<file path="config.mk">
export PLATFORM = sky130hd
export DESIGN_NAME = escape_sequence_expander_unit
export DESIGN_NICKNAME = d
export VERILOG_FILES = /design/src/rtl/ese_pkg.sv /design/src/rtl/escape_sequence_expander_unit.sv /design/src/rtl/ese_front.sv /design/src/rtl/ese_queue.sv /design/src/rtl/ese_back.sv
export SDC_FILE = /design/constraint.sdc
export NUM_CORES = 1
export LEC_CHECK = 0
export ABC_AREA = 1
export BUFFER_PORTS_ARGS = -buffer_cell sky130_fd_sc_hd__buf_2
export CAP_MARGIN = 10
export CORE_MARGIN = 2
export CORE_UTILIZATION = 50
export DETAILED_ROUTE_END_ITERATION = 12
export HOLD_SLACK_MARGIN = 0.03
export PLACE_DENSITY = 0.66
export SETUP_SLACK_MARGIN = 0.4
export SKIP_CTS_REPAIR_TIMING = 1
export SKIP_LAST_GASP = 1
export SLEW_MARGIN = 20
export SYNTH_ARGS = -nofsm -noshare
export SYNTH_HDL_FRONTEND = slang
export SYNTH_HIERARCHICAL = 1
export SYNTH_SLANG_ARGS = --single-unit
</file>
<file path="constraint.sdc">
create_clock -name clk -period 5.09 [get_ports clk]
set_input_delay 0.509 -clock clk [delete_from_list [all_inputs] [get_ports clk]]
set_output_delay 0.509 -clock clk [all_outputs]
set_load 0.02 [all_outputs]
</file>
<file path="src/rtl/ese_pkg.sv">
// Shared types, codes and constants for the escape sequence expander.
// Used by every module of the block; depends on nothing else.
package ese_pkg;

    // Depth of the command queue between the front and back parts.
    localparam int QUEUE_DEPTH_DEF = 4;

    // Largest code point that UTF-8 can carry.
    localparam logic [31:0] MAX_CODE_POINT = 32'h0010_FFFF;

    // Hex digit counts for the three hex escape forms.
    localparam logic [3:0] DIGITS_X     = 4'd2;
    localparam logic [3:0] DIGITS_U     = 4'd4;
    localparam logic [3:0] DIGITS_BIG_U = 4'd8;

    // Characters that the parser recognises.
    localparam logic [7:0] CHAR_BACKSLASH = 8'h5C;
    localparam logic [7:0] CHAR_QUOTE     = 8'h22;
    localparam logic [7:0] CHAR_LOWER_N   = 8'h6E;
    localparam logic [7:0] CHAR_LOWER_R   = 8'h72;
    localparam logic [7:0] CHAR_LOWER_T   = 8'h74;
    localparam logic [7:0] CHAR_LOWER_X   = 8'h78;
    localparam logic [7:0] CHAR_LOWER_U   = 8'h75;
    localparam logic [7:0] CHAR_UPPER_U   = 8'h55;
    localparam logic [7:0] CHAR_NEWLINE   = 8'h0A;
    localparam logic [7:0] CHAR_RETURN    = 8'h0D;
    localparam logic [7:0] CHAR_TAB       = 8'h09;

    // Result status codes.
    localparam logic [2:0] STATUS_OK         = 3'd0;
    localparam logic [2:0] STATUS_BROKEN_END = 3'd1;
    localparam logic [2:0] STATUS_BAD_HEX    = 3'd2;
    localparam logic [2:0] STATUS_BAD_CODE   = 3'd3;
    localparam logic [2:0] STATUS_UNKNOWN    = 3'd4;

    // Parser state.
    typedef enum logic [1:0] {
        MODE_NORMAL,
        MODE_ESCAPE,
        MODE_HEX,
        MODE_DROP
    } parse_mode_t;

    // Which hex escape is being gathered.
    typedef enum logic [1:0] {
        FORM_X,
        FORM_U,
        FORM_BIG_U
    } hex_form_t;

    // Kind of work that one input word leaves for the back part.
    typedef enum logic [1:0] {
        CMD_BYTE,
        CMD_UTF8,
        CMD_ERROR
    } cmd_kind_t;

    // One queued command: a raw byte, a code point or an error status.
    typedef struct packed {
        cmd_kind_t   kind;
        logic [20:0] value;
        logic        string_end;
    } cmd_t;

    // Input word.
    typedef struct packed {
        logic [7:0] in_byte;
        logic       string_last;
    } in_word_t;

    // Result word.
    typedef struct packed {
        logic [7:0] out_byte;
        logic [2:0] status;
        logic       run_last;
        logic       string_end;
    } out_word_t;

endpackage

</file>
<file path="src/rtl/escape_sequence_expander_unit.sv">
// Escape sequence expander: unescapes a byte string and encodes \u and \U as UTF-8.
// An accepted word is registered in a queue slot, then in the output register, as a result word.
// Throughput: one input word a cycle while the queue is not full; a word that gives a multi-byte
// UTF-8 sequence holds the output sequencer for all its bytes (up to four), absorbed by the queue.
// Reset clears parser state, queue pointers and the output valid flag; no clearing pass.
// Depends on ese_pkg, ese_front, ese_queue and ese_back.
module escape_sequence_expander_unit
    import ese_pkg::*;
#(
    parameter int QUEUE_DEPTH = QUEUE_DEPTH_DEF
)
(
    input  logic      clk,
    input  logic      rst_n,
    input  logic      src_valid,
    output logic      src_ready,
    input  in_word_t  src_word,
    output logic      dst_valid,
    input  logic      dst_ready,
    output out_word_t dst_word
);

    logic accept;
    logic push;
    cmd_t push_cmd;
    logic full;
    logic pop;
    logic head_valid;
    cmd_t head_cmd;

    // Input words are taken whenever the queue has a free slot.
    assign src_ready = !full;
    assign accept    = src_valid && src_ready;

    ese_front u_front (
        .clk    (clk),
        .rst_n  (rst_n),
        .accept (accept),
        .word   (src_word),
        .push   (push),
        .cmd    (push_cmd)
    );

    ese_queue #(
        .DEPTH (QUEUE_DEPTH)
    ) u_queue (
        .clk        (clk),
        .rst_n      (rst_n),
        .push       (push),
        .push_cmd   (push_cmd),
        .full       (full),
        .pop        (pop),
        .head_valid (head_valid),
        .head_cmd   (head_cmd)
    );

    ese_back u_back (
        .clk        (clk),
        .rst_n      (rst_n),
        .head_valid (head_valid),
        .head_cmd   (head_cmd),
        .pop        (pop),
        .dst_valid  (dst_valid),
        .dst_ready  (dst_ready),
        .dst_word   (dst_word)
    );

endmodule

</file>
<file path="src/rtl/ese_front.sv">
// Front part: accepts input words, runs the escape parser and queues commands.
// Depends on ese_pkg.
module ese_front
    import ese_pkg::*;
(
    input  logic     clk,
    input  logic     rst_n,
    input  logic     accept,
    input  in_word_t word,
    output logic     push,
    output cmd_t     cmd
);

    parse_mode_t mode_reg, mode_next;
    logic [3:0]  digits_reg, digits_next;
    hex_form_t   form_reg, form_next;
    logic [31:0] code_reg, code_next;

    logic       hex_ok;
    logic [3:0] hex_value;
    logic [2:0] err;

    // Hex digit decode of the incoming byte.
    always_comb
    begin
        hex_ok    = 1'b1;
        hex_value = 4'd0;
        if (word.in_byte >= 8'h30 && word.in_byte <= 8'h39) begin
            hex_value = word.in_byte[3:0];
        end
        else if ((word.in_byte >= 8'h61 && word.in_byte <= 8'h66) ||
                 (word.in_byte >= 8'h41 && word.in_byte <= 8'h46)) begin
            hex_value = word.in_byte[3:0] + 4'd9;
        end
        else begin
            hex_ok = 1'b0;
        end
    end

    // Parser state registers.
    always_ff @(posedge clk or negedge rst_n)
    begin
        if (!rst_n) begin
            mode_reg   <= MODE_NORMAL;
            digits_reg <= 4'd0;
            form_reg   <= FORM_X;
            code_reg   <= 32'd0;
        end
        else begin
            mode_reg   <= mode_next;
            digits_reg <= digits_next;
            form_reg   <= form_next;
            code_reg   <= code_next;
        end
    end

    // Next state and the command that each accepted word leaves behind.
    always_comb
    begin
        mode_next      = mode_reg;
        digits_next    = digits_reg;
        form_next      = form_reg;
        code_next      = code_reg;
        err            = STATUS_OK;
        push           = 1'b0;
        cmd.kind       = CMD_BYTE;
        cmd.value      = {13'd0, word.in_byte};
        cmd.string_end = word.string_last;

        if (accept) begin
            unique case (mode_reg)
                MODE_NORMAL:
                begin
                    if (word.in_byte == CHAR_BACKSLASH) begin
                        mode_next = MODE_ESCAPE;
                    end
                    else begin
                        push = 1'b1;
                    end
                end
                MODE_ESCAPE:
                begin
                    mode_next = MODE_NORMAL;
                    unique case (word.in_byte) inside
                        CHAR_BACKSLASH, CHAR_QUOTE:
                        begin
                            push = 1'b1;
                        end
                        CHAR_LOWER_N:
                        begin
                            push      = 1'b1;
                            cmd.value = {13'd0, CHAR_NEWLINE};
                        end
                        CHAR_LOWER_R:
                        begin
                            push      = 1'b1;
                            cmd.value = {13'd0, CHAR_RETURN};
                        end
                        CHAR_LOWER_T:
                        begin
                            push      = 1'b1;
                            cmd.value = {13'd0, CHAR_TAB};
                        end
                        CHAR_LOWER_X:
                        begin
                            form_next   = FORM_X;
                            digits_next = DIGITS_X;
                            code_next   = 32'd0;
                            mode_next   = MODE_HEX;
                        end
                        CHAR_LOWER_U:
                        begin
                            form_next   = FORM_U;
                            digits_next = DIGITS_U;
                            code_next   = 32'd0;
                            mode_next   = MODE_HEX;
                        end
                        CHAR_UPPER_U:
                        begin
                            form_next   = FORM_BIG_U;
                            digits_next = DIGITS_BIG_U;
                            code_next   = 32'd0;
                            mode_next   = MODE_HEX;
                        end
                        default:
                        begin
                            err = STATUS_UNKNOWN;
                        end
                    endcase
                end
                MODE_HEX:
                begin
                    if (!hex_ok) begin
                        err = STATUS_BAD_HEX;
                    end
                    else begin
                        code_next   = {code_reg[27:0], hex_value};
                        digits_next = digits_reg - 4'd1;
                        if (digits_next == 4'd0) begin
                            mode_next = MODE_NORMAL;
                            if (form_reg == FORM_X) begin
                                push      = 1'b1;
                                cmd.value = {13'd0, code_next[7:0]};
                            end
                            else if (code_next > MAX_CODE_POINT) begin
                                err = STATUS_BAD_CODE;
                            end
                            else begin
                                push      = 1'b1;
                                cmd.kind  = CMD_UTF8;
                                cmd.value = code_next[20:0];
                            end
                        end
                    end
                end
                MODE_DROP:
                begin
                    // Bytes after an error are discarded up to the end of the string.
                end
                default:
                begin
                    mode_next = MODE_NORMAL;
                end
            endcase

            // A string that stops part-way through an escape is broken.
            if (err == STATUS_OK && word.string_last &&
                (mode_next == MODE_ESCAPE || mode_next == MODE_HEX)) begin
                err = STATUS_BROKEN_END;
            end

            // Any error replaces the normal result with a single error word.
            if (err != STATUS_OK) begin
                push      = 1'b1;
                cmd.kind  = CMD_ERROR;
                cmd.value = {18'd0, err};
                mode_next = MODE_DROP;
            end

            // The end of a string always returns the parser to pass-through.
            if (word.string_last) begin
                mode_next   = MODE_NORMAL;
                digits_next = 4'd0;
                form_next   = FORM_X;
                code_next   = 32'd0;
            end
        end
    end

endmodule

</file>
<file path="src/rtl/ese_queue.sv">
// Short command queue that decouples the parser from the output sequencer.
// Depends on ese_pkg.
module ese_queue
    import ese_pkg::*;
#(
    parameter int DEPTH = QUEUE_DEPTH_DEF
)
(
    input  logic clk,
    input  logic rst_n,
    input  logic push,
    input  cmd_t push_cmd,
    output logic full,
    input  logic pop,
    output logic head_valid,
    output cmd_t head_cmd
);

    localparam int PTR_W = (DEPTH > 1) ? $clog2(DEPTH) : 1;
    localparam int CNT_W = $clog2(DEPTH + 1);
    localparam logic [PTR_W-1:0] PTR_LAST = PTR_W'(DEPTH - 1);
    localparam logic [CNT_W-1:0] CNT_FULL = CNT_W'(DEPTH);

    cmd_t             slot_reg [DEPTH];
    logic [PTR_W-1:0] wr_ptr_reg, rd_ptr_reg;
    logic [CNT_W-1:0] count_reg;

    assign full       = (count_reg == CNT_FULL);
    assign head_valid = (count_reg != '0);
    assign head_cmd   = slot_reg[rd_ptr_reg];

    // Storage slots; written only on a push.
    always_ff @(posedge clk)
    begin
        if (push) begin
            slot_reg[wr_ptr_reg] <= push_cmd;
        end
    end

    // Pointers and fill count.
    always_ff @(posedge clk or negedge rst_n)
    begin
        if (!rst_n) begin
            wr_ptr_reg <= '0;
            rd_ptr_reg <= '0;
            count_reg  <= '0;
        end
        else begin
            if (push) begin
                wr_ptr_reg <= (wr_ptr_reg == PTR_LAST) ? '0 : wr_ptr_reg + 1'b1;
            end
            if (pop) begin
                rd_ptr_reg <= (rd_ptr_reg == PTR_LAST) ? '0 : rd_ptr_reg + 1'b1;
            end
            if (push && !pop) begin
                count_reg <= count_reg + 1'b1;
            end
            else if (pop && !push) begin
                count_reg <= count_reg - 1'b1;
            end
        end
    end

endmodule

</file>
<file path="src/rtl/ese_back.sv">
// Back part: turns queued commands into result words, one UTF-8 byte a cycle while not stalled.
// Depends on ese_pkg.
module ese_back
    import ese_pkg::*;
(
    input  logic      clk,
    input  logic      rst_n,
    input  logic      head_valid,
    input  cmd_t      head_cmd,
    output logic      pop,
    output logic      dst_valid,
    input  logic      dst_ready,
    output out_word_t dst_word
);

    logic [1:0] idx_reg;
    logic       out_valid_reg;
    out_word_t  out_word_reg;

    logic [1:0] last_idx;
    logic       load;
    out_word_t  word_next;

    // Index of the final byte of the current command.
    always_comb
    begin
        last_idx = 2'd0;
        if (head_cmd.kind == CMD_UTF8) begin
            if (head_cmd.value[20:7] == '0) begin
                last_idx = 2'd0;
            end
            else if (head_cmd.value[20:11] == '0) begin
                last_idx = 2'd1;
            end
            else if (head_cmd.value[20:16] == '0) begin
                last_idx = 2'd2;
            end
            else begin
                last_idx = 2'd3;
            end
        end
    end

    // Build the next result word from the head command.
    always_comb
    begin
        word_next.status     = STATUS_OK;
        word_next.out_byte   = head_cmd.value[7:0];
        word_next.run_last   = (idx_reg == last_idx);
        word_next.string_end = head_cmd.string_end;
        unique case (head_cmd.kind)
            CMD_BYTE:
            begin
                word_next.out_byte = head_cmd.value[7:0];
            end
            CMD_ERROR:
            begin
                word_next.out_byte = 8'd0;
                word_next.status   = head_cmd.value[2:0];
            end
            CMD_UTF8:
            begin
                // Lead byte first, then continuation bytes from the high end down.
                case ({last_idx, idx_reg})
                    4'b00_00: word_next.out_byte = {1'b0, head_cmd.value[6:0]};
                    4'b01_00: word_next.out_byte = {3'b110, head_cmd.value[10:6]};
                    4'b01_01: word_next.out_byte = {2'b10, head_cmd.value[5:0]};
                    4'b10_00: word_next.out_byte = {4'b1110, head_cmd.value[15:12]};
                    4'b10_01: word_next.out_byte = {2'b10, head_cmd.value[11:6]};
                    4'b10_10: word_next.out_byte = {2'b10, head_cmd.value[5:0]};
                    4'b11_00: word_next.out_byte = {5'b11110, head_cmd.value[20:18]};
                    4'b11_01: word_next.out_byte = {2'b10, head_cmd.value[17:12]};
                    4'b11_10: word_next.out_byte = {2'b10, head_cmd.value[11:6]};
                    default:  word_next.out_byte = {2'b10, head_cmd.value[5:0]};
                endcase
            end
            default:
            begin
                word_next.out_byte = 8'd0;
            end
        endcase
    end

    // The output register takes a new word when empty or being drained.
    assign load      = head_valid && (!out_valid_reg || dst_ready);
    assign pop       = load && (idx_reg == last_idx);
    assign dst_valid = out_valid_reg;
    assign dst_word  = out_word_reg;

    // Byte index within the current command and output valid flag.
    always_ff @(posedge clk or negedge rst_n)
    begin
        if (!rst_n) begin
            idx_reg       <= 2'd0;
            out_valid_reg <= 1'b0;
        end
        else begin
            if (load) begin
                idx_reg <= pop ? 2'd0 : idx_reg + 2'd1;
            end
            if (load) begin
                out_valid_reg <= 1'b1;
            end
            else if (dst_ready) begin
                out_valid_reg <= 1'b0;
            end
        end
    end

    // Output payload register.
    always_ff @(posedge clk)
    begin
        if (load) begin
            out_word_reg <= word_next;
        end
    end

endmodule
</file>
After elaboration in Yosys (flattened, before gate mapping). Memories as Yosys holds them, arrays and structs flattened. Index checks and enable logic that the tools add are counted. Widths: inputs -> output; s select.

Reduce and logical (&&, ||, !) cells: 40. $add $sub $neg: 7. Magnitude comparators: 7. Muxes and demuxes: 66. Equal/unequal tests: 27.

Operator list (count): $mux 23 (4); $mux 28 (3); $eq 8x7->1 const B (7); $pmux 28 s2 (1); $pmux 8 s6 (1); $pmux 21 s2 (1); $mux 2 (18); $gt 32x21->1 const B (1); $mux 3 (9); $pmux 8 s3 (1); $mux 22 (1); $mux 21 (1); $eq 4x4->1 const B (5); $ge 8x7->1 const B (2); $le 8x7->1 const B (2); $mux 4 (4); $pmux 8 s2 (1); $mux 1 (15); $logic_not 14->1 (1); $pmux 2 s3 (2); $pmux 4 s3 (1); $eq 2x2->1 const B (5); $logic_and 1x1->1 (10); $logic_not 10->1 (1); 33 further kinds (50).

Logic and storage cells: 161. Input port bits: 13. Output and inout port bits: 15. Bits in writable memories: 96. Flip-flop bits (word level): 59. Memories: 1.

Memory list: u_queue.slot_reg (words 4, width 24, rd ports 1, clocked after memory_dff 0, wr ports 1, line ese_queue.sv:24) `cmd_t slot_reg [DEPTH];`.

Depth between registers and ports, before layout. Gate-level depths: netlist (run 1).

Word-level depth: 24. Depth in mapped cells: 24. Mapped depth without buffers: 24.

Cells and area by module. Netlist (run 1), hierarchy kept.

By module, submodules not included: ese_queue (cells an instance 332, seq. area each 3057.9 um2, area each 4355.4 um2, times used 1); ese_front (cells an instance 413, seq. area each 900.9 um2, area each 2896.5 um2, times used 1); ese_back (cells an instance 155, seq. area each 465.4 um2, area each 1182.4 um2, times used 1); escape_sequence_expander_unit (cells an instance 3, seq. area each 0.0 um2, area each 13.8 um2, times used 1).

Worst setup path after synthesis (run 1). No wires, ideal clock.

Path type: input to register. From: input src_word[1] (netlist name). To: register u_queue.count_reg[2]. Cell stages on the path: 23. Setup slack: 2.052 ns. Setup time: 0.117 ns. Required time: 4.973 ns. Data arrival time: 2.921 ns. Cell sequence: inv_1 ha_1 o21ai_2 nand2_2 nand2_4 nand2_4 nand2_4 nand2_2 nand2_1 nand2_2 nand2_2 nand2_2 nand3_4 nand3_2 nand2_1 nand2_1 ha_1 inv_1 fa_1 nand2_1 nand3_1 nand2_1 nand2_1.

Word-level cells in the longest chain between the ends: 23.

RTL lines: start, declared (line escape_sequence_expander_unit.sv:17) `input in_word_t src_word,`; $ge 8x7->1, or another cell as far along (line ese_front.sv:31) `else if ((word.in_byte >= 8'h61 && word.in_byte <= 8'h66) ||`; $logic_and 1x1->1 (on tied branches) (line ese_front.sv:31, ese_front.sv:32); $logic_or 1x1->1 (line ese_front.sv:31); $mux 4 (line ese_front.sv:31); $mux 4 (line ese_front.sv:28) `if (word.in_byte >= 8'h30 && word.in_byte <= 8'h39) begin`; $gt 32x21->1 (line ese_front.sv:145) `else if (code_next > MAX_CODE_POINT) begin`; $mux 2 (line ese_front.sv:145); $mux 3 (line ese_front.sv:141) `if (form_reg == FORM_X) begin`; [8 not listed]; $mux 3 (line ese_front.sv:70) `if (accept) begin`; $reduce_bool 3->1 (line ese_front.sv:173) `if (err != STATUS_OK) begin`; $mux 1 * (line ese_front.sv:173); $mux 1 * (line ese_front.sv:70); named net push (line escape_sequence_expander_unit.sv:24) `logic push;`; $logic_not 1->1 (line ese_queue.sv:58) `else if (pop && !push) begin`; $logic_and 1x1->1 (line ese_queue.sv:58); $reduce_bool 2->1 (no line); end signal, assigned (line ese_queue.sv:56) `count_reg <= count_reg + 1'b1;`; end signal, assigned (line ese_queue.sv:59) `count_reg <= count_reg - 1'b1;`; end, declared (line ese_queue.sv:26) `logic [CNT_W-1:0] count_reg;`.

The timed path passes the listed nets; every way through them passes the cells marked *. The select of a mux whose other input is x is not followed. A chain may end at the register's enable or synchronous reset.

==> results of run 1 <==
==> metrics by stage <==
step           hold WS (ns)  util, %
4_1_cts              0.1786    56.46
2_1_floorplan        0.2134        -
5_1_grt              0.2234    56.46
3_3_place_gp         0.4541    52.87
3_5_place_dp         0.4685    52.87
6_report             0.1670    56.46
==> synthesized netlist by cell type (all sizes together) (9+ instances only) <==
| cell | count | area, um^2 |
|---|---|---|
| nand4 | 18 | 127.6 |
| nand2 | 254 | 1028 |
| a21oi | 28 | 140.1 |
| nor2 | 71 | 440.4 |
| o21ai | 30 | 153.9 |
| nand3 | 74 | 417.9 |
| edfxtp | 109 | 3273 |
| o22ai | 11 | 68.82 |
| inv | 133 | 504.2 |
| clkbuf | 9 | 33.78 |
| nor3 | 10 | 55.05 |
| buf | 23 | 167.6 |
| o211ai | 52 | 510.5 |
| dfrtp | 46 | 1151 |
| ha | 19 | 237.7 |
==> worst paths after layout <==
check                      depth (start not counted)  slack, ns                  start                   end
max                                               18       1.38  u_queue/rd_ptr_reg[0]  u_queue/count_reg[1]
min                                                2       0.17                  rst_n      u_back/dst_valid
max reg2reg                                       18       1.38  u_queue/rd_ptr_reg[0]  u_queue/count_reg[1]
min reg2reg                                        2       0.47   u_queue/count_reg[2]  u_queue/count_reg[2]
max in group asynchronous                          2       4.47                  rst_n   u_front/mode_reg[1]
min in group clk                                   4       0.34              dst_ready      u_back/dst_valid
==> power breakdown <==
part | switching, mW | total (mW) | internal [mW] | leakage, nW
Clock | 0.507 | 1.26 | 0.752 | 0.283
Sequential | 0.108 | 1.85 | 1.74 | 1.65
Combinational | 1.46 | 2.10 | 0.643 | 2.17
==> worst max-delay path: stages (launching register included) <==
cell and delay [ns]:
dfrtp_1 0.40, inv_2 0.35, buf_12 0.33, nand2_1 0.11, o211ai_1 0.10, nand2_1 0.12, nor2_2 0.42, nand2_2 0.13
nor2_4 0.14, inv_1 0.07, nand2_1 0.06, nand3_1 0.13, nor2_1 0.26, inv_1 0.14, ha_1 0.22, inv_1 0.09
fa_1 0.41, nand2_1 0.07, nand2_1 0.04
==> kinds of logic (layout without fill, tap and decap cells) <==
family | after synthesis | after routing | share of synthesized area [%]
and+or+nand+nor | 428 | 428 | 24.59
buffers and inverters | 165 | 201 | 8.353
DFF | 155 | 155 | 52.37
AOI/OAI and AO/OA | 131 | 131 | 11.23
adders and majority gates | 20 | 20 | 3.051
xor gates and xnor gates | 4 | 4 | 0.4148
==> cell type report <==
class	count	area (um^2)
Clock inverter	12	136.4
Sequential cell	155	4424
Multi-Input combinational cell	583	3318
Clock buffer	20	456.7
Inverter	133	504.2
Fill cell	1481	7194
Timing Repair Buffer	36	215.2
Tap cell	220	275.3
==> metal layers <==
layer / up-vias / GRT usage (%)
li1: 3077 / -
met1: 2904 / 29.37
met2: 137 / 34.05
met3: 20 / 3.628
met4: 0 / 7.033
met5: - / 0
==> metrics.yaml, run 1 <==
floorplanning:
  die_area_um2: 17950
  die_w_um: 134.0
  num_io_pins: 28
  rows: 47
  initial_core_util_pct: 51.12
  fp.dieH_um: 134.0
  core_area_um2: 16520
route:
  ant_nets: 0
  dr.pass1.iters: 5
  m1WireLength_um: 8442
  first_iter_violations: 351
  drt-wirelength-per-cell_um: 15.43
  wl_um: 17890
  highest_layer: "met4"
  drc_errors: 0
  dr_wl_met3_um: 710
  vias: 6138
  via_per_inst: 5.296
  wl_met2_um: 8482
sta:
  final-setup-viol-count: 0
  tightest_slew_ns: 1.067
  rsz0062_at_grt: "no"
  slew_headroom_pct: 28.76
  min_period_ns: 3.712
  skew_ns: 0.01050
  fin_ws_ns: 1.378
  max_freq_mhz: 269.4
  period_share_pct: 72.93
  drv_slew: 0
  hold_violations: 0
  final.setup.tns_ns: 0
global_route:
  gr-total-overflow: 0
  grt_pass1_wl_um: 29930
  antenna_found_initial: 0
  grt_pass1_vias: 5761
  grt_usage_pct: 21.17
  grt_max_degree: 63
synthesis:
  seq_area_frac_synth_pct: 52.37
  syn-num-nets: 936
  syn_inst: 903
  synthArstFlopShare_pct: 29.68
  yosysWarnings: 6
  synth_ff_type: "edfxtp_1"
  syn_area_um2: 8448
  synth_edf_count: 109
  ys_types: 40
  synth_seq_cells: 155
  syn_avg_cell_area_um2: 9.356
min_path:
  hold_path_class: "in -> async"
finish:
  syn_to_final_growth_pct: 10.44
  largest_reg_flops: 96
  nets: 959
  final-instance-count-excl-fill: 1159
  n_antenna_cell: 0
  final_cell_mix: "nand2_1, inv_1, edfxtp_1"
  finalInstanceArea_um2: 9330
  final_common_cell: "nand2_1"
  drive_above_1_share_pct: 16.93
place:
  dpl.cell_count: 1127
  dpl_cell_area_um2: 8737
  finalWeightedCongestion: 0.8873
  numPortBuffers: 27
  place_ws_ns: 1.148
  hpwl_um: 12440
clock_network:
  cts.sinks: 155
  tritoncts: "built"
  cts_buffers: 17
  cts-root-buf: "clkbuf_16"
  insertion_delay_ns: 0.43
  cts.clk_slew.worst_paths_ns: 0.07
  cts_max_path_buffers: 2
  htreeDepth: 4
worst_setup_path:
  critPathCaptureType: "flip-flop"
  crit_fanout: 62
  startpoint_type: "flip-flop"
  cp.arrival_ns: 4.04
  crit_type: "reg -> reg"
  cp.required_ns: 5.41
outcome:
  status: "finished, final reports clean"
power_and_ir_drop:
  ir_drop_mv: 0.2761
  pwr_density_cell_nw_per_um2: 558.3
  total_power_mw: 5.209
  leakage_nw: 4.102
run:
  cap_violations: 0
Power figures use the tool's default switching activity.
==> run 2, diff against run 1 <==
- PLACE_DENSITY: 0.66 -> 0.69
- clock period: 5.09 -> 3.2 ns (I/O delays scaled with it)
==> metrics.yaml, run 2 (same netlist as run 1, synthesis figures left out) <==
finish:
  final_common_cell: "nand2_1"
  syn_to_final_growth_pct: 18.99
  largest_reg_flops: 96  # unchanged
  n_antenna_cell: 0  # unchanged
  final_cell_mix: "nand2_1, inv_1, edfxtp_1"
  finalInstanceArea_um2: 10050  # +7.7%
  drive_above_1_share_pct: 23.63  # +6.7 points
  nets: 1006  # +4.9%
  final-instance-count-excl-fill: 1206  # +4.1%
route:
  drc_errors: 0  # unchanged
  ant_nets: 0  # unchanged
  vias: 6537  # +6.5%
  first_iter_violations: 455  # +30%
  wl_met2_um: 10730  # +26%
  dr.pass1.iters: 6  # +1
  wl_um: 20770  # +16%
  highest_layer: "met4"
  drt-wirelength-per-cell_um: 17.22  # +12%
  dr_wl_met3_um: 1002  # +41%
  m1WireLength_um: 8516  # +0.88%
  via_per_inst: 5.420  # +2.3%
worst_setup_path:
  cp-startpoint: "u_queue/rd_ptr_reg[0]"
  reg2reg_from: "u_queue/rd_ptr_reg[0]"
  crit_fanout: 8  # -87%
  critPathCaptureType: "flip-flop"
  cp.required_ns: 3.51  # -1.90 ns
  crit_path_max_incr_delay_ns: 0.48  # +0.06 ns
  startpoint_type: "flip-flop"
  critPathBufInv: 4  # -1
  cp_top_family: "simple AND/OR/NAND/NOR gates"
  cp.arrival_ns: 3.32  # -0.72 ns
  crit_chain: "inv_8 -> clkbuf_16 -> nand2_2 -> o211ai_1 -> nand2_2 -> nor2_4 -> nand2_1 -> nor2_2 -> nand2_2 -> nand2_2 -> xor2_2 -> nand3_2 -> nor2_4 -> inv_2 -> ha_4 -> inv_4 -> fa_2 -> nand2_1 -> nand2_1"
  crit_top_cell: "nand2_2"
  crit_type: "reg -> reg"
  cp_slowest_cell: "dfrtp_2"
place:
  finalWeightedCongestion: 0.9324  # +5.1%
  place_ws_ns: -0.0008913  # -1.149 ns
  dpl.cell_count: 1149  # +2.0%
  hpwl_um: 13370  # +7.5%
  numPortBuffers: 27  # unchanged
  dpl_cell_area_um2: 8972  # +2.7%
clock_network:
  tritoncts: "built"
  htreeDepth: 4  # unchanged
  cts.clk_slew.worst_paths_ns: 0.07  # about the same
  insertion_delay_ns: 0.42  # about the same
  cts_max_path_buffers: 2  # unchanged
  cts-root-buf: "clkbuf_16"
  cts_buffers: 17  # unchanged
  cts.sinks: 155  # unchanged
floorplanning:
  die_area_um2: 17950  # unchanged
  rows: 47  # unchanged
  die_w_um: 134.0  # unchanged
  initial_core_util_pct: 51.12  # unchanged
  fp.dieH_um: 134.0  # unchanged
  core_area_um2: 16520  # unchanged
  num_io_pins: 28  # unchanged
sta:
  min_period_ns: 3.010  # -0.7017 ns
  slew_headroom_pct: 57.30  # +29 points
  fin_ws_ns: 0.1898  # -1.188 ns
  max_freq_mhz: 332.2  # +23%
  tightest_slew_ns: 0.6405  # -0.4269 ns
  period_share_pct: 94.07  # +21 points
  rsz0062_at_grt: "yes"
  skew_ns: 0.01178  # +0.001285 ns
  drv_slew: 0  # unchanged
  hold_violations: 0  # unchanged
  final-setup-viol-count: 0  # unchanged
global_route:
  gr-total-overflow: 0  # unchanged
  grt_pass1_wl_um: 30830  # +3.0%
  grt_pass1_vias: 6166  # +7.0%
  grt_max_degree: 51  # -19%
  grt_usage_pct: 22.36  # +1.2 points
  antenna_found_initial: 0  # unchanged
power_and_ir_drop:
  ir_drop_mv: 0.5284  # +91%
  pwr_density_cell_nw_per_um2: 928.9  # +66%
  leakage_nw: 4.428  # +7.9%
run:
  cap_violations: 0  # unchanged
min_path:
  hp-start: "dst_ready"
  hold_path_class: "in -> reg"
outcome:
  status: "finished, final reports clean"
## run 2: cell count changes in the layout (fill, tap and decap cells not counted), moves of 3 or more
cell | previous run | this run
buf_12 | 1 | 6
buf_4 | 8 | 34
buf_6 | 0 | 3
clkbuf_16 | 17 | 27
inv_1 | 120 | 111
inv_2 | 11 | 18
nand2_1 | 236 | 226
nand2_2 | 12 | 22
nor2_1 | 45 | 42
nor2_4 | 19 | 23
## run 2: layer usage
metal | up-vias | track usage [%]
li1 | 3171 | -
met5 | - | 0
met4 | 0 | 9.161
met3 | 44 | 4.119
met2 | 207 | 38.63
met1 | 3115 | 27.73
## run 2: final cells by class
cell class | instances | area [um^2]
Fill cell | 1349 | 6472
Sequential cell | 155 | 4425
Multi-Input combinational cell | 583 | 3428
Timing Repair Buffer | 82 | 819.5
Inverter | 133 | 519.2
Clock buffer | 20 | 436.7
Tap cell | 220 | 275.3
Clock inverter | 12 | 138.9
Timing Repair inverter | 1 | 8.758
## run 2: worst reg2reg max path: stages, from the launching register on
cell and delay [ns]:
dfrtp_2 0.48, inv_8 0.15, clkbuf_16 0.16, nand2_2 0.05
o211ai_1 0.11, nand2_2 0.14, nor2_4 0.16, nand2_1 0.08
nor2_2 0.13, nand2_2 0.07, nand2_2 0.09, xor2_2 0.15
nand3_2 0.14, nor2_4 0.15, inv_2 0.07, ha_4 0.17
inv_4 0.05, fa_2 0.42, nand2_1 0.06, nand2_1 0.07
## run 2: worst paths after layout
path                                        endpoint  slack [ns]  cells after the start
worst max-delay path            u_queue/count_reg[1]        0.19                     19
worst min-delay path                u_back/dst_valid        0.16                      4
worst max register to register  u_queue/count_reg[1]        0.19                     19
worst min register to register  u_queue/count_reg[2]        0.48                      2
max in group asynchronous       u_front/code_reg[22]        2.00                      3
min in group asynchronous          u_back/idx_reg[1]        0.44                      2
## run 2: metrics by stage
step	power (mW)	hold slack, ns	TNS [ns]	util (%)
after floorplan	5.603	0.02441	0	-
after global placement	6.510	0.3737	0	54.30
after detailed placement	6.558	0.3794	-0.0008913	54.30
after CTS	8.572	-0.07631	0	57.78
after global routing	9.899	0.1978	0	60.83
final	9.337	0.1644	0	60.83
## run 2: power breakdown
group	switching, mW	total [mW]	internal, mW
Sequential	0.212	2.97	2.76
Clock	0.834	2.00	1.16
Combinational	2.72	4.37	1.65
Total	3.77	9.34	5.57
==> run 3, diff against run 2 <==
- PLACE_DENSITY: 0.69 -> 0.66
- SETUP_SLACK_MARGIN: 0.4 -> unset
- clock period: 3.2 -> 3.3 ns (I/O delays scaled with it)
==> metrics.yaml, run 3 (same netlist as run 1, synthesis figures left out) <==
finish:
  final_cell_mix: "nand2_1, inv_1, edfxtp_1"
  drive_above_1_share_pct: 18.91  # -4.7 points
  final_common_cell: "nand2_1"
  largest_reg_flops: 96  # unchanged
  n_antenna_cell: 0  # unchanged
  syn_to_final_growth_pct: 13.57
  nets: 977  # -2.9%
clock_network:
  tritoncts: "built"
  cts.clk_slew.worst_paths_ns: 0.06  # about the same
  cts_buffers: 17  # unchanged
  htreeDepth: 4  # unchanged
  cts.sinks: 155  # unchanged
  cts_max_path_buffers: 2  # unchanged
  insertion_delay_ns: 0.42  # about the same
  cts-root-buf: "clkbuf_16"
route:
  drc_errors: 0  # unchanged
  first_iter_violations: 531  # +17%
  drt-wirelength-per-cell_um: 15.09  # -12%
  dr.pass1.iters: 5  # -1
  via_per_inst: 5.272  # -2.7%
  vias: 6205  # -5.1%
  wl_um: 17760  # -14%
  ant_nets: 0  # unchanged
sta:
  fin_ws_ns: 0.2347  # +0.04495 ns
  tightest_slew_ns: 0.9406  # +0.3001 ns
  max_freq_mhz: 326.2  # -1.8%
  final-setup-viol-count: 0  # unchanged
  hold-worst-slack_ns: 0.04952  # -0.1149 ns
  skew_ns: 0.01274  # +0.0009538 ns
  period_share_pct: 92.89  # -1.2 points
  min_period_ns: 3.065  # +0.05505 ns
  hold_violations: 0  # unchanged
  slew_headroom_pct: 37.29  # -20 points
  drv_slew: 0  # unchanged
  rsz0062_at_grt: "yes"
global_route:
  gr-total-overflow: 0  # unchanged
  antenna_found_initial: 0  # unchanged
  grt_pass1_wl_um: 29010  # -5.9%
  grt_max_degree: 41  # -20%
  grt_pass1_vias: 5670  # -8.0%
  grt_usage_pct: 20.80  # -1.6 points
power_and_ir_drop:
  pwr_density_cell_nw_per_um2: 875.2  # -5.8%
  total_power_mw: 8.397  # -10%
  ir_drop_mv: 0.4744  # -10%
  leakage_nw: 4.227  # -4.5%
worst_setup_path:
  startpoint_type: "flip-flop"
  crit_fanout: 6  # -2
  cp.arrival_ns: 3.37  # +0.05 ns
  cp.required_ns: 3.61  # +0.10 ns
  critPathCaptureType: "flip-flop"
  crit_type: "reg -> reg"
min_path:
  hold_path_class: "in -> async"
floorplanning:
  die_w_um: 134.0  # unchanged
  core_area_um2: 16520  # unchanged
  fp.dieH_um: 134.0  # unchanged
  num_io_pins: 28  # unchanged
  initial_core_util_pct: 51.12  # unchanged
  die_area_um2: 17950  # unchanged
  rows: 47  # unchanged
place:
  hpwl_um: 12330  # -7.8%
  place_ws_ns: 0.03797  # +0.03887 ns
  numPortBuffers: 27  # unchanged
  finalWeightedCongestion: 0.9497  # +1.9%
outcome:
  status: "finished, final reports clean"
run:
  cap_violations: 0  # unchanged
==> run 3: area by class of cell <==
cell class | count | area (um^2)
timing repair buffer | 54 | 417.9
clock inverter | 14 | 193.9
multi-input combinational | 583 | 3343
fill | 1422 | 6930
inverter | 133 | 509.2
clock buffer | 18 | 429.2
tap | 220 | 275.3
sequential | 155 | 4425
==> run 3: critical path: stages (launching register included) <==
cell and delay [ns]:
dfrtp_1 0.40, inv_2 0.06, ha_1 0.23, xnor2_2 0.19, nand2_1 0.11, nor2_4 0.17, nand2_4 0.09, nand2_2 0.06
nand2_1 0.06, nand2_2 0.09, nand2_2 0.06, nand2_2 0.08, nand3_4 0.10, nand3_2 0.08, nand2_1 0.07, nand2_1 0.17
ha_1 0.19, inv_1 0.06, fa_1 0.38, nand2_1 0.10, nand3_1 0.07, nand2_1 0.06, nand2_1 0.04
==> run 3: path summary, 6_finish.rpt <==
kind / slack (ns) / from / depth (start not counted) / end
setup / recovery: 0.23 / u_front/digits_reg[0] / 22 / u_queue/count_reg[2]
setup reg to reg: 0.23 / u_front/digits_reg[0] / 22 / u_queue/count_reg[2]
min in group clk: 0.18 / dst_ready / 4 / u_back/dst_valid
hold / removal: 0.05 / rst_n / 1 / u_back/idx_reg[0]
max in group asynchronous: 2.58 / rst_n / 2 / u_front/code_reg[6]
hold reg to reg: 0.48 / u_queue/count_reg[2] / 2 / u_queue/count_reg[2]
==> run 3: stage by stage <==
stage	cell area, um^2	instances	setup TNS [ns]	util [%]
after global placement	8915	1144	0	53.95
after floorplan	8448	903	0	-
after global routing	9594	1177	-0.02637	58.06
after CTS	9538	1176	0	57.72
after detailed placement	8915	1144	0	53.95
final	9594	1177	0	58.06
==> run 3: where the power goes <==
group          switching (mW)  leakage [nW]  internal, mW
registers               0.169          1.65          2.68
logic                    2.34          2.29          1.17
clock network           0.772         0.293          1.27
total                    3.28          4.23          5.12
==> run 3: routing by layer <==
| layer | part of all wire (%) | vias up | GRT usage, % | wire [um] |
|---|---|---|---|---|
| li1 | - | 3118 | - | - |
| met1 | 45 | 2907 | 28.57 | 8079 |
| met2 | 48 | 157 | 32.71 | 8520 |
| met3 | 4.5 | 23 | 4.346 | 805 |
| met4 | 2.0 | 0 | 7.861 | 354 |
| met5 | 0 | - | 0 | 0 |
